--- src/design/rcm_pkg.sv ---
// Shared types and codes for the character RSA modular exponentiation block.
`default_nettype none

package rcm_pkg;

    // Sequencer states.
    typedef enum logic [2:0] {
        ST_IDLE,
        ST_REDUCE,
        ST_SQUARE,
        ST_MULT,
        ST_FINISH
    } state_t;

    // Register index, taken from byte address bits [3:2].
    typedef enum logic [1:0] {
        REG_PUBLIC_EXP  = 2'd0,
        REG_PRIVATE_EXP = 2'd1,
        REG_MODULUS     = 2'd2,
        REG_CHAR_OFFSET = 2'd3
    } reg_idx_t;

    // Operation codes of an input item.
    localparam logic OP_ENCRYPT = 1'b0;
    localparam logic OP_DECRYPT = 1'b1;

    localparam int unsigned CFG_ADDR_BITS = 4;
    localparam int unsigned CFG_DATA_BITS = 32;
    localparam int unsigned OFFSET_BITS   = 8;

endpackage

`default_nettype wire

--- src/design/rsa_char_modexp.sv ---
// Top level: bit-serial modular exponentiation for per-character RSA.
`default_nettype none

// Each item is one modular exponentiation done with a single shared modular
// multiplier that consumes one multiplier bit per cycle (double, conditionally
// add, reduce), so one modular product consumes MUL_BITS = max(MOD_BITS, 32)
// multiplier bits. An item first reduces its base modulo n (one product), then
// runs left-to-right square-and-multiply over EXP_BITS exponent bits: one
// square per bit plus one multiply per set bit. A zero modulus skips all
// products. One item is worked on at a time; a new item is taken while the
// previous result still waits in the output register. Encrypt uses the low 8
// bits of the value plus char_offset as the message; decrypt returns the low
// byte of the plaintext minus char_offset, zero-extended. The modulus is taken
// to MOD_BITS bits and the exponents to EXP_BITS bits.
module rsa_char_modexp #(
    parameter int unsigned MOD_BITS = 32,
    parameter int unsigned EXP_BITS = 32
) (
    input  wire logic        aclk,
    input  wire logic        aresetn,
    // Configuration port
    input  wire logic        psel,
    input  wire logic        penable,
    input  wire logic        pwrite,
    input  wire logic [3:0]  paddr,
    input  wire logic [31:0] pwdata,
    output logic      [31:0] prdata,
    output logic             pready,
    // Input items
    input  wire logic        s_valid,
    output logic             s_ready,
    input  wire logic        s_operation,
    input  wire logic [31:0] s_value,
    // Result items
    output logic             m_valid,
    input  wire logic        m_ready,
    output logic      [31:0] m_result
);

    localparam int unsigned W        = MOD_BITS;
    localparam int unsigned MUL_BITS = (MOD_BITS > 32) ? MOD_BITS : 32;
    localparam int unsigned MCW      = $clog2(MUL_BITS + 1);
    localparam int unsigned ECW      = $clog2(EXP_BITS + 1);

    // Configuration registers
    logic [31:0] public_exponent_reg;
    logic [31:0] private_exponent_reg;
    logic [31:0] modulus_reg;
    logic [7:0]  char_offset_reg;
    logic        cfg_write;

    // Sequencer and datapath registers
    rcm_pkg::state_t      state_reg, state_next;
    logic                 op_reg, op_next;
    logic [W-1:0]         n_reg, n_next;
    logic [W:0]           n2_reg, n2_next;
    logic [W-1:0]         a_reg, a_next;
    logic [W-1:0]         base_reg, base_next;
    logic [W-1:0]         acc_reg, acc_next;
    logic [W-1:0]         r_reg, r_next;
    logic [MUL_BITS-1:0]  mul_sh_reg, mul_sh_next;
    logic [MCW-1:0]       mcnt_reg, mcnt_next;
    logic [EXP_BITS-1:0]  exp_reg, exp_next;
    logic [ECW-1:0]       ecnt_reg, ecnt_next;
    logic [31:0]          result_reg, result_next;
    logic                 m_valid_reg, m_valid_next;

    // Datapath signals
    logic [W-1:0]         addend;
    logic [W+1:0]         t_sum;
    logic [W+1:0]         t_sub1;
    logic [W+1:0]         t_sub2;
    logic [W-1:0]         red;
    logic                 mul_last;
    logic                 exp_last;
    logic [63:0]          n_wide;
    logic [W-1:0]         n_in;
    logic [W-1:0]         one_in;
    logic [W-1:0]         one_n;
    logic [63:0]          exp_wide;
    logic [8:0]           m_enc;
    logic [63:0]          base_wide;
    logic [63:0]          r_wide;
    logic [7:0]           r_byte;

    //------------------------------------------------------------------
    // Configuration port
    //------------------------------------------------------------------
    assign pready    = 1'b1;
    assign cfg_write = psel && penable && pwrite;

    always_ff @(posedge aclk) begin
        if (!aresetn) begin
            public_exponent_reg  <= 32'd1;
            private_exponent_reg <= 32'd1;
            modulus_reg          <= 32'd100;
            char_offset_reg      <= 8'd0;
        end else if (cfg_write) begin
            unique case (rcm_pkg::reg_idx_t'(paddr[3:2]))
                rcm_pkg::REG_PUBLIC_EXP:  public_exponent_reg  <= pwdata;
                rcm_pkg::REG_PRIVATE_EXP: private_exponent_reg <= pwdata;
                rcm_pkg::REG_MODULUS:     modulus_reg          <= pwdata;
                rcm_pkg::REG_CHAR_OFFSET: char_offset_reg      <= pwdata[7:0];
                default: ;
            endcase
        end
    end

    always_comb begin
        unique case (rcm_pkg::reg_idx_t'(paddr[3:2]))
            rcm_pkg::REG_PUBLIC_EXP:  prdata = public_exponent_reg;
            rcm_pkg::REG_PRIVATE_EXP: prdata = private_exponent_reg;
            rcm_pkg::REG_MODULUS:     prdata = modulus_reg;
            rcm_pkg::REG_CHAR_OFFSET: prdata = {24'd0, char_offset_reg};
            default:                  prdata = '0;
        endcase
    end

    //------------------------------------------------------------------
    // Bit-serial modular multiplier step: acc = (2*acc + bit*a) mod n.
    // Both acc and a stay below n, so the sum is below 3n and one of
    // t, t-n, t-2n is the reduced value.
    //------------------------------------------------------------------
    assign addend   = mul_sh_reg[MUL_BITS-1] ? a_reg : '0;
    assign t_sum    = {1'b0, acc_reg, 1'b0} + {2'b00, addend};
    assign t_sub1   = t_sum - {2'b00, n_reg};
    assign t_sub2   = t_sum - {1'b0, n2_reg};
    assign mul_last = (mcnt_reg == MCW'(1));
    assign exp_last = (ecnt_reg == ECW'(1));

    always_comb begin
        if (t_sum >= {1'b0, n2_reg}) begin
            red = t_sub2[W-1:0];
        end else if (t_sum >= {2'b00, n_reg}) begin
            red = t_sub1[W-1:0];
        end else begin
            red = t_sum[W-1:0];
        end
    end

    // Operand preparation for a new item.
    assign n_wide    = 64'(modulus_reg);
    assign n_in      = n_wide[W-1:0];
    assign one_in    = (n_in == W'(1)) ? '0 : W'(1);
    assign one_n     = (n_reg == W'(1)) ? '0 : W'(1);
    assign exp_wide  = (s_operation == rcm_pkg::OP_DECRYPT) ? 64'(private_exponent_reg)
                                                            : 64'(public_exponent_reg);
    assign m_enc     = {1'b0, s_value[7:0]} + {1'b0, char_offset_reg};
    assign base_wide = (s_operation == rcm_pkg::OP_DECRYPT) ? 64'(s_value) : 64'(m_enc);
    assign r_wide    = 64'(r_reg);
    assign r_byte    = r_reg[7:0] - char_offset_reg;

    //------------------------------------------------------------------
    // Sequencer
    //------------------------------------------------------------------
    always_ff @(posedge aclk) begin
        if (!aresetn) begin
            state_reg   <= rcm_pkg::ST_IDLE;
            m_valid_reg <= 1'b0;
        end else begin
            state_reg   <= state_next;
            m_valid_reg <= m_valid_next;
        end
    end

    always_ff @(posedge aclk) begin
        op_reg     <= op_next;
        n_reg      <= n_next;
        n2_reg     <= n2_next;
        a_reg      <= a_next;
        base_reg   <= base_next;
        acc_reg    <= acc_next;
        r_reg      <= r_next;
        mul_sh_reg <= mul_sh_next;
        mcnt_reg   <= mcnt_next;
        exp_reg    <= exp_next;
        ecnt_reg   <= ecnt_next;
        result_reg <= result_next;
    end

    always_comb begin
        state_next   = state_reg;
        op_next      = op_reg;
        n_next       = n_reg;
        n2_next      = n2_reg;
        a_next       = a_reg;
        base_next    = base_reg;
        acc_next     = acc_reg;
        r_next       = r_reg;
        mul_sh_next  = mul_sh_reg;
        mcnt_next    = mcnt_reg;
        exp_next     = exp_reg;
        ecnt_next    = ecnt_reg;
        result_next  = result_reg;
        m_valid_next = m_valid_reg && !m_ready;
        s_ready      = 1'b0;

        unique case (state_reg)
            rcm_pkg::ST_IDLE: begin
                s_ready = 1'b1;
                if (s_valid) begin
                    op_next   = s_operation;
                    n_next    = n_in;
                    n2_next   = {n_in, 1'b0};
                    exp_next  = exp_wide[EXP_BITS-1:0];
                    ecnt_next = ECW'(EXP_BITS);
                    acc_next  = '0;
                    if (n_in == '0) begin
                        // A zero modulus gives a plaintext or cipher of zero.
                        r_next     = '0;
                        state_next = rcm_pkg::ST_FINISH;
                    end else begin
                        // Base reduction: base * (1 mod n), fed base-first.
                        a_next      = one_in;
                        mul_sh_next = base_wide[MUL_BITS-1:0];
                        mcnt_next   = MCW'(MUL_BITS);
                        state_next  = rcm_pkg::ST_REDUCE;
                    end
                end
            end

            rcm_pkg::ST_REDUCE: begin
                acc_next    = red;
                mul_sh_next = {mul_sh_reg[MUL_BITS-2:0], 1'b0};
                mcnt_next   = mcnt_reg - MCW'(1);
                if (mul_last) begin
                    base_next   = red;
                    r_next      = one_n;
                    acc_next    = '0;
                    a_next      = one_n;
                    mul_sh_next = MUL_BITS'(one_n);
                    mcnt_next   = MCW'(MUL_BITS);
                    state_next  = rcm_pkg::ST_SQUARE;
                end
            end

            rcm_pkg::ST_SQUARE: begin
                acc_next    = red;
                mul_sh_next = {mul_sh_reg[MUL_BITS-2:0], 1'b0};
                mcnt_next   = mcnt_reg - MCW'(1);
                if (mul_last) begin
                    r_next      = red;
                    acc_next    = '0;
                    mcnt_next   = MCW'(MUL_BITS);
                    mul_sh_next = MUL_BITS'(red);
                    if (exp_reg[EXP_BITS-1]) begin
                        a_next     = base_reg;
                        state_next = rcm_pkg::ST_MULT;
                    end else begin
                        exp_next  = {exp_reg[EXP_BITS-2:0], 1'b0};
                        ecnt_next = ecnt_reg - ECW'(1);
                        a_next    = red;
                        if (exp_last) begin
                            state_next = rcm_pkg::ST_FINISH;
                        end
                    end
                end
            end

            rcm_pkg::ST_MULT: begin
                acc_next    = red;
                mul_sh_next = {mul_sh_reg[MUL_BITS-2:0], 1'b0};
                mcnt_next   = mcnt_reg - MCW'(1);
                if (mul_last) begin
                    r_next      = red;
                    acc_next    = '0;
                    mcnt_next   = MCW'(MUL_BITS);
                    mul_sh_next = MUL_BITS'(red);
                    a_next      = red;
                    exp_next    = {exp_reg[EXP_BITS-2:0], 1'b0};
                    ecnt_next   = ecnt_reg - ECW'(1);
                    if (exp_last) begin
                        state_next = rcm_pkg::ST_FINISH;
                    end else begin
                        state_next = rcm_pkg::ST_SQUARE;
                    end
                end
            end

            rcm_pkg::ST_FINISH: begin
                // Wait until the output register is free or being emptied.
                if (!m_valid_reg || m_ready) begin
                    if (op_reg == rcm_pkg::OP_DECRYPT) begin
                        result_next = {24'd0, r_byte};
                    end else begin
                        result_next = r_wide[31:0];
                    end
                    m_valid_next = 1'b1;
                    state_next   = rcm_pkg::ST_IDLE;
                end
            end

            default: begin
                state_next = rcm_pkg::ST_IDLE;
            end
        endcase
    end

    assign m_valid  = m_valid_reg;
    assign m_result = result_reg;

endmodule

`default_nettype wire

--- config.mk ---
export PLATFORM = sky130hd
export DESIGN_NAME = rsa_char_modexp
export DESIGN_NICKNAME = d
export VERILOG_FILES = /design/src/design/rcm_pkg.sv /design/src/design/rsa_char_modexp.sv
export SDC_FILE = /design/constraint.sdc
export NUM_CORES = 1
export LEC_CHECK = 0
export BUFFER_PORTS_ARGS = -buffer_cell sky130_fd_sc_hd__buf_2
export CAP_MARGIN = 20
export CORE_ASPECT_RATIO = 1.1
export CORE_MARGIN = 10
export CORE_UTILIZATION = 45
export CTS_BUF_LIST = sky130_fd_sc_hd__clkbuf_8
export DETAILED_ROUTE_END_ITERATION = 16
export PLACE_DENSITY = 0.67
export SLEW_MARGIN = 20
export SYNTH_ARGS = -nofsm -noshare
export SYNTH_HDL_FRONTEND = slang
export SYNTH_SLANG_ARGS = --single-unit
--- constraint.sdc ---
create_clock -name aclk -period 13.89 [get_ports aclk]
set_input_delay 0.6945 -clock aclk [delete_from_list [all_inputs] [get_ports aclk]]
set_output_delay 0.6945 -clock aclk [all_outputs]
set_load 0.01 [all_outputs]
[Yosys cells after proc, flatten, opt, wreduce, memory -nomap -nowiden]
Index checks and enable logic that the tools add are counted.
Word-level totals
  register bits: 377
  bits of input ports: 76
  output and inout port bits: 67
  word-level logic and storage cells: 133
Operators by class
  add/subtract/negate cells: 7
  magnitude comparators: 2
  eq/ne operators: 21
  mux-type cells: 54
  reductions and logical operators: 30
Operator list (count)
  $mux 32: 23
  $pmux 32 s3: 3
  $pmux 32 s4: 2
  $eq 32x1->1 const B: 2
  $pmux 32 s2: 1
  $sub 32x32->32: 2
  $mux 6: 7
  $add 33x32->34: 1
  $ge 34x32->1: 1
  $ge 34x33->1: 1
  $logic_not 32->1: 1
  $mux 3: 9
  $pmux 6 s3: 1
  $ne 2x2->1 const B: 8
  $reduce_and 2->1: 8
  $pmux 3 s5: 1
  $eq 6x1->1 const B: 2
  $pmux 6 s2: 1
  $reduce_and 6->1: 2
  $sub 6x1->6 const B: 2
  $reduce_and 5->1: 2
  $add 8x8->9: 1
  $mux 8: 1
  $sub 8x8->8: 1
  other kinds (20): 31

[Longest topological paths before layout]
  depth in word-level cells: 8
  mapped depth: 26
  gate-level depth less buffers: 23

[Worst setup path before layout]
Ideal clock, no wire load.
  path type: input-to-reg
  start point: input port s_valid
  end point: register a_reg[0] (enable)
  data arrival time: 5.726 ns
  setup slack: 7.772 ns
  stages: 4
  path buffers: 0
  cells stage by stage: nor3_1 -> nor2_1 -> a21boi_0 -> and2_1
On the way
  word-level cells in the longest chain between the ends: 2
Ends and longest elaborated chain
  start: declaration: line rsa_char_modexp.sv:30  | input wire logic s_valid,
  $ne 2x2->1 (no source line)
  $reduce_and 6->1 (no source line)
  end signal: assignment: line rsa_char_modexp.sv:170  | a_reg <= a_next;
  end: declaration: line rsa_char_modexp.sv:57  | logic [W-1:0] a_reg, a_next;
Every way passes these cells.
A chain may end at the register's enable or synchronous reset.

[Final worst setup path]
  start point: register mul_sh_reg[31]
  end point: register mul_sh_reg[10], data pin
On the way
  word-level cells in the longest chain between the ends: 7
  elaborated cells between the ends (all ways): 10
  those cells by class: 3 x add/sub; 2 x order compare; 5 x mux
Ends and longest elaborated chain
  start: declaration: line rsa_char_modexp.sv:61  | logic [MUL_BITS-1:0] mul_sh_reg, mul_sh_next;
  start signal: assignment: line rsa_char_modexp.sv:174  | mul_sh_reg <= mul_sh_next;
  $mux 32 *: line rsa_char_modexp.sv:124  | assign addend = mul_sh_reg[MUL_BITS-1] ? a_reg : '0;
  $add 33x32->34 *: line rsa_char_modexp.sv:125  | assign t_sum = {1'b0, acc_reg, 1'b0} + {2'b00, addend};
  $sub 32x32->32 or $ge 34x32->1 (tied branches): line rsa_char_modexp.sv:126, rsa_char_modexp.sv:134
  $mux 32: line rsa_char_modexp.sv:134  | end else if (t_sum >= {2'b00, n_reg}) begin
  $mux 32 *: line rsa_char_modexp.sv:132  | if (t_sum >= {1'b0, n2_reg}) begin
  $mux 32 *: line rsa_char_modexp.sv:241, rsa_char_modexp.sv:264
  $pmux 32 s3 *: line rsa_char_modexp.sv:198  | unique case (state_reg)
  named net mul_sh_next[10]: line rsa_char_modexp.sv:61
The timed path passes the listed nets; every way through them passes the cells marked *.

==> impl_metrics.prom <==
# TYPE chip_impl_metric gauge
chip_impl_info{name="run_status",value="completed"} 1
chip_impl_metric{name="wire_per_inst",unit="um"} 20.9
chip_impl_metric{name="grt_pass1_wl",unit="um"} 101000
chip_impl_metric{name="grt.met1_usage",unit=""} 0.271
chip_impl_metric{name="finalClockSkew",unit="ps"} 42.9
chip_impl_metric{name="synth-edff-count",unit=""} 269
chip_impl_metric{name="setup_ws",unit="ps"} 6720
chip_impl_metric{name="max_slew_margin",unit=""} 0.255
chip_impl_info{name="tritoncts",value="done"} 1
chip_impl_info{name="path_cells",value="buf_4 > and2_1 > ha_1 > inv_1 > fa_1 > nand2b_1 > a21oi_1 > o41a_1 > a21oi_2 > o31ai_1 > xor2_1 > ha_1 > a21o_1 > a31oi_1 > o221ai_1 > a211oi_1 > a21oi_1 > nor4_2 > buf_4 > nor2_2 > a222oi_1 > o21ai_0"} 1
chip_impl_metric{name="drc_errors",unit=""} 0
chip_impl_metric{name="synth.avg_cell_area",unit="um2"} 9.67
chip_impl_metric{name="global_route.overflow_total",unit=""} 0
chip_impl_metric{name="cp_num_buf_inv",unit=""} 3
chip_impl_info{name="crit-reg2reg-launch",value="mul_sh_reg[31]$_DFFE_PP_"} 1
chip_impl_metric{name="cells_after_synth",unit=""} 2328
chip_impl_info{name="gr-max-usage-layer",value="met2"} 1
chip_impl_metric{name="cts.path.max_buffers",unit=""} 3
chip_impl_metric{name="setup_total_negative_slack",unit="ps"} 0
chip_impl_metric{name="fill_cell_total_of_the_finished_layout",unit=""} 4549
chip_impl_metric{name="placeableCoreArea",unit="um2"} 49200
chip_impl_info{name="timing.setup.critical_path_class",value="register to register"} 1
chip_impl_metric{name="holdPathStages",unit=""} 3
chip_impl_metric{name="post_cts_buffers",unit=""} 0
chip_impl_metric{name="postLayoutCoreUtil",unit=""} 0.508
chip_impl_metric{name="tritoncts.num_buffers",unit=""} 60
chip_impl_metric{name="final_min_period_over_clock_period",unit=""} 0.516
chip_impl_metric{name="synth.distinct_cells",unit=""} 85
chip_impl_metric{name="clkSinkCount",unit=""} 377
chip_impl_metric{name="max_cap_viol_count",unit=""} 0
chip_impl_metric{name="insertedDiodeCount",unit=""} 0
chip_impl_info{name="crit_family",value="compound AO/OA/AOI/OAI gates"} 1
chip_impl_metric{name="ys_ff_latch",unit=""} 377
chip_impl_info{name="postSynth.topFlopCell",value="edfxtp_1"} 1
chip_impl_metric{name="synthDominantCellAreaShare",unit=""} 0.359
chip_impl_metric{name="area_delta_synth_final",unit="%"} 11.1
chip_impl_info{name="cts_root_buffer",value="clkbuf_8"} 1
chip_impl_metric{name="global_route.usage.met3",unit=""} 0.0477
chip_impl_metric{name="routability_congestion",unit=""} 0.916
chip_impl_metric{name="grt_start_max_net_pins",unit=""} 109
chip_impl_metric{name="mappedNetlistNets",unit=""} 2523
chip_impl_info{name="setup.worst_path.start_class",value="register"} 1
chip_impl_metric{name="multiInputGateArea",unit="um2"} 11500
chip_impl_metric{name="fin_crit",unit="ps"} 7170
chip_impl_info{name="hold_class",value="input pin to register"} 1
chip_impl_metric{name="biggest_fanout_along_the_worst_timing_path",unit=""} 43
chip_impl_info{name="netlist_top_cells_area",value="edfxtp_1 36%, dfxtp_1 9.6%, nand2_1 6.4%"} 1
chip_impl_metric{name="drive_above_1_share",unit=""} 0.128
chip_impl_metric{name="io_pins",unit=""} 143
chip_impl_metric{name="synthesis_warning_total",unit=""} 0
chip_impl_metric{name="firstDrtPassIters",unit=""} 7
chip_impl_metric{name="floorplan.initialDensity",unit=""} 0.457
chip_impl_metric{name="nNetsFinal",unit=""} 2638
chip_impl_metric{name="gr-usage-met2",unit=""} 0.359
chip_impl_info{name="synth.most_common_cell",value="nand2_1"} 1
chip_impl_info{name="synthTopCellsByCount",value="382 x nand2_1, 269 x edfxtp_1, 140 x nor2_1, 140 x o21ai_0, 128 x a21oi_1"} 1
chip_impl_metric{name="drt-total-wl",unit="um"} 65600
chip_impl_metric{name="critical_path_arrival",unit="ps"} 7550
chip_impl_info{name="critical_path.reg2reg.endpoint",value="mul_sh_reg[10]$_DFFE_PP_"} 1
chip_impl_metric{name="max_slew.worst_pin.slew",unit="ps"} 1110
chip_impl_metric{name="antenna_found_initial",unit=""} 0
chip_impl_metric{name="clk_transition_reported_paths",unit="ps"} 70
chip_impl_metric{name="chipHeight",unit="um"} 255
chip_impl_metric{name="clock_latency_reported_for_the_late_side_of_the_worst_skew_pair",unit="ps"} 680
chip_impl_metric{name="drt.antenna.violating_nets",unit=""} 0
chip_impl_metric{name="worstPathRequired",unit="ps"} 14260
chip_impl_metric{name="placement.setup.worst_slack",unit="ps"} 6920
chip_impl_metric{name="synth_sequential_area_ratio",unit=""} 0.455
chip_impl_info{name="yosys.area.top_type",value="edfxtp_1"} 1
chip_impl_metric{name="grt_pass1_vias",unit=""} 17700
chip_impl_info{name="critical-path-slowest-cell",value="buf_4"} 1
chip_impl_metric{name="floorplan.die_area",unit="um2"} 59400
chip_impl_info{name="timing.hold.worst_endpoint",value="public_exponent_reg[18]$_SDFFE_PN0P_"} 1
chip_impl_info{name="unrepaired_setup_endpoints_after_global_routing",value="false"} 1
chip_impl_metric{name="route.vias.total",unit=""} 18100
chip_impl_metric{name="cts.hold.buffers_added",unit=""} 0
chip_impl_info{name="critical_path.endpoint_type",value="register"} 1
chip_impl_metric{name="report.final.hold_viol_count",unit=""} 0
chip_impl_metric{name="initialDrtViolationCount",unit=""} 1610
chip_impl_metric{name="critical-path-max-stage-delay",unit="ps"} 610
chip_impl_metric{name="slew_viol_final",unit=""} 0
chip_impl_metric{name="reg2reg_setup_slack",unit="ps"} 6720
chip_impl_metric{name="synthesis.area",unit="um2"} 22500
chip_impl_info{name="timing.hold.worst.start",value="pwdata[18]"} 1
chip_impl_metric{name="ctsHtreeMaxLevel",unit=""} 2
chip_impl_metric{name="seqCellArea",unit="um2"} 10200
chip_impl_metric{name="vias_per_cell",unit=""} 5.76
chip_impl_metric{name="fp-row-count",unit=""} 85
chip_impl_metric{name="reg2reg_depth",unit=""} 22
chip_impl_metric{name="setup-violations-final",unit=""} 0
chip_impl_metric{name="track_usage",unit=""} 0.216
chip_impl_metric{name="maximum_operating_frequency",unit="MHz"} 139
chip_impl_metric{name="placement.io_buffers",unit=""} 139
chip_impl_metric{name="dp.final_hpwl",unit="um"} 48600
chip_impl_metric{name="ys_async_sr_fraction",unit=""} 0
chip_impl_metric{name="chipWidth",unit="um"} 233
chip_impl_metric{name="cts_repair_resize_count",unit=""} 0
area by class of cell:
type | instances | area share
multi-input combinational | 1735 | 0.459
sequential | 377 | 0.409
inverter | 101 | 0.0152
timing repair buffer | 168 | 0.0365
clock inverter | 53 | 0.0140
tap | 652 | 0.0326
clock buffer | 60 | 0.0330
placed cells by master, fill, tap and decap left out, drive strengths merged, types with 26 or more instances in the layout:
cell type / n
a21boi: 101
a21o: 43
a21oi: 132
and2: 62
buf: 168
clkbuf: 60
dfxtp: 108
edfxtp: 269
ha: 114
inv: 124
mux2i: 99
nand2: 383
nand3: 31
nor2: 141
nor2b: 46
nor3: 26
o21ai: 158
xnor2: 59
xor2: 37
tightest hold or removal path, delay by kind of cell:
family | cells | cell delay (ps)
buffers and inverters | 1 | 110
AO/OA/AOI/OAI | 1 | 60
AND/OR/NAND/NOR | 1 | 50
how the worst max path moves through the flow:
stage | start | endpoint | slack, ps | cells after the start
floorplan | s_valid | a_reg[0]$_DFFE_PP_ | 7770 | 4
CTS | mul_sh_reg[31]$_DFFE_PP_ | mul_sh_reg[10]$_DFFE_PP_ | 6890 | 23
global placement | mul_sh_reg[31]$_DFFE_PP_ | mul_sh_reg[10]$_DFFE_PP_ | 6850 | 22
global route | mul_sh_reg[31]$_DFFE_PP_ | mul_sh_reg[10]$_DFFE_PP_ | 6190 | 21
finish | mul_sh_reg[31]$_DFFE_PP_ | mul_sh_reg[10]$_DFFE_PP_ | 6720 | 22
detailed placement | mul_sh_reg[31]$_DFFE_PP_ | mul_sh_reg[10]$_DFFE_PP_ | 6920 | 23
per-layer routing:
layer | vias up | part of all wire | routed length, um
met5 | - | 0 | 0
met4 | 0 | 0.032 | 2120
met3 | 105 | 0.073 | 4770
met2 | 619 | 0.48 | 31200
met1 | 8747 | 0.42 | 27500
li1 | 8646 | - | -
logic make-up (layout without fill, tap and decap cells):
logic type	count (synthesis)	count (layout)	synth area share
XOR/XNOR	96	96	0.0373
adder cells (fa/ha/maj)	119	119	0.0678
other	1	1	0.000167
AND/OR/NAND/NOR	799	799	0.162
AO/OA/AOI/OAI	596	596	0.174
multiplexers	124	124	0.0650
flip-flops	377	377	0.455
buffers and inverters	216	382	0.0383
per-stage QoR:
stage	instances	hold WS [ps]	cell area, um2
after global routing	3146	270	25000
after CTS	3146	247	25000
after global placement	3033	465	23800
after floorplan	2328	448	22500
after detailed placement	3033	474	23800
final	3146	292	25000
Power is left out: the tool's default activity adds up to more than one toggle a clock period on the data nets, which glitch-free logic cannot reach.
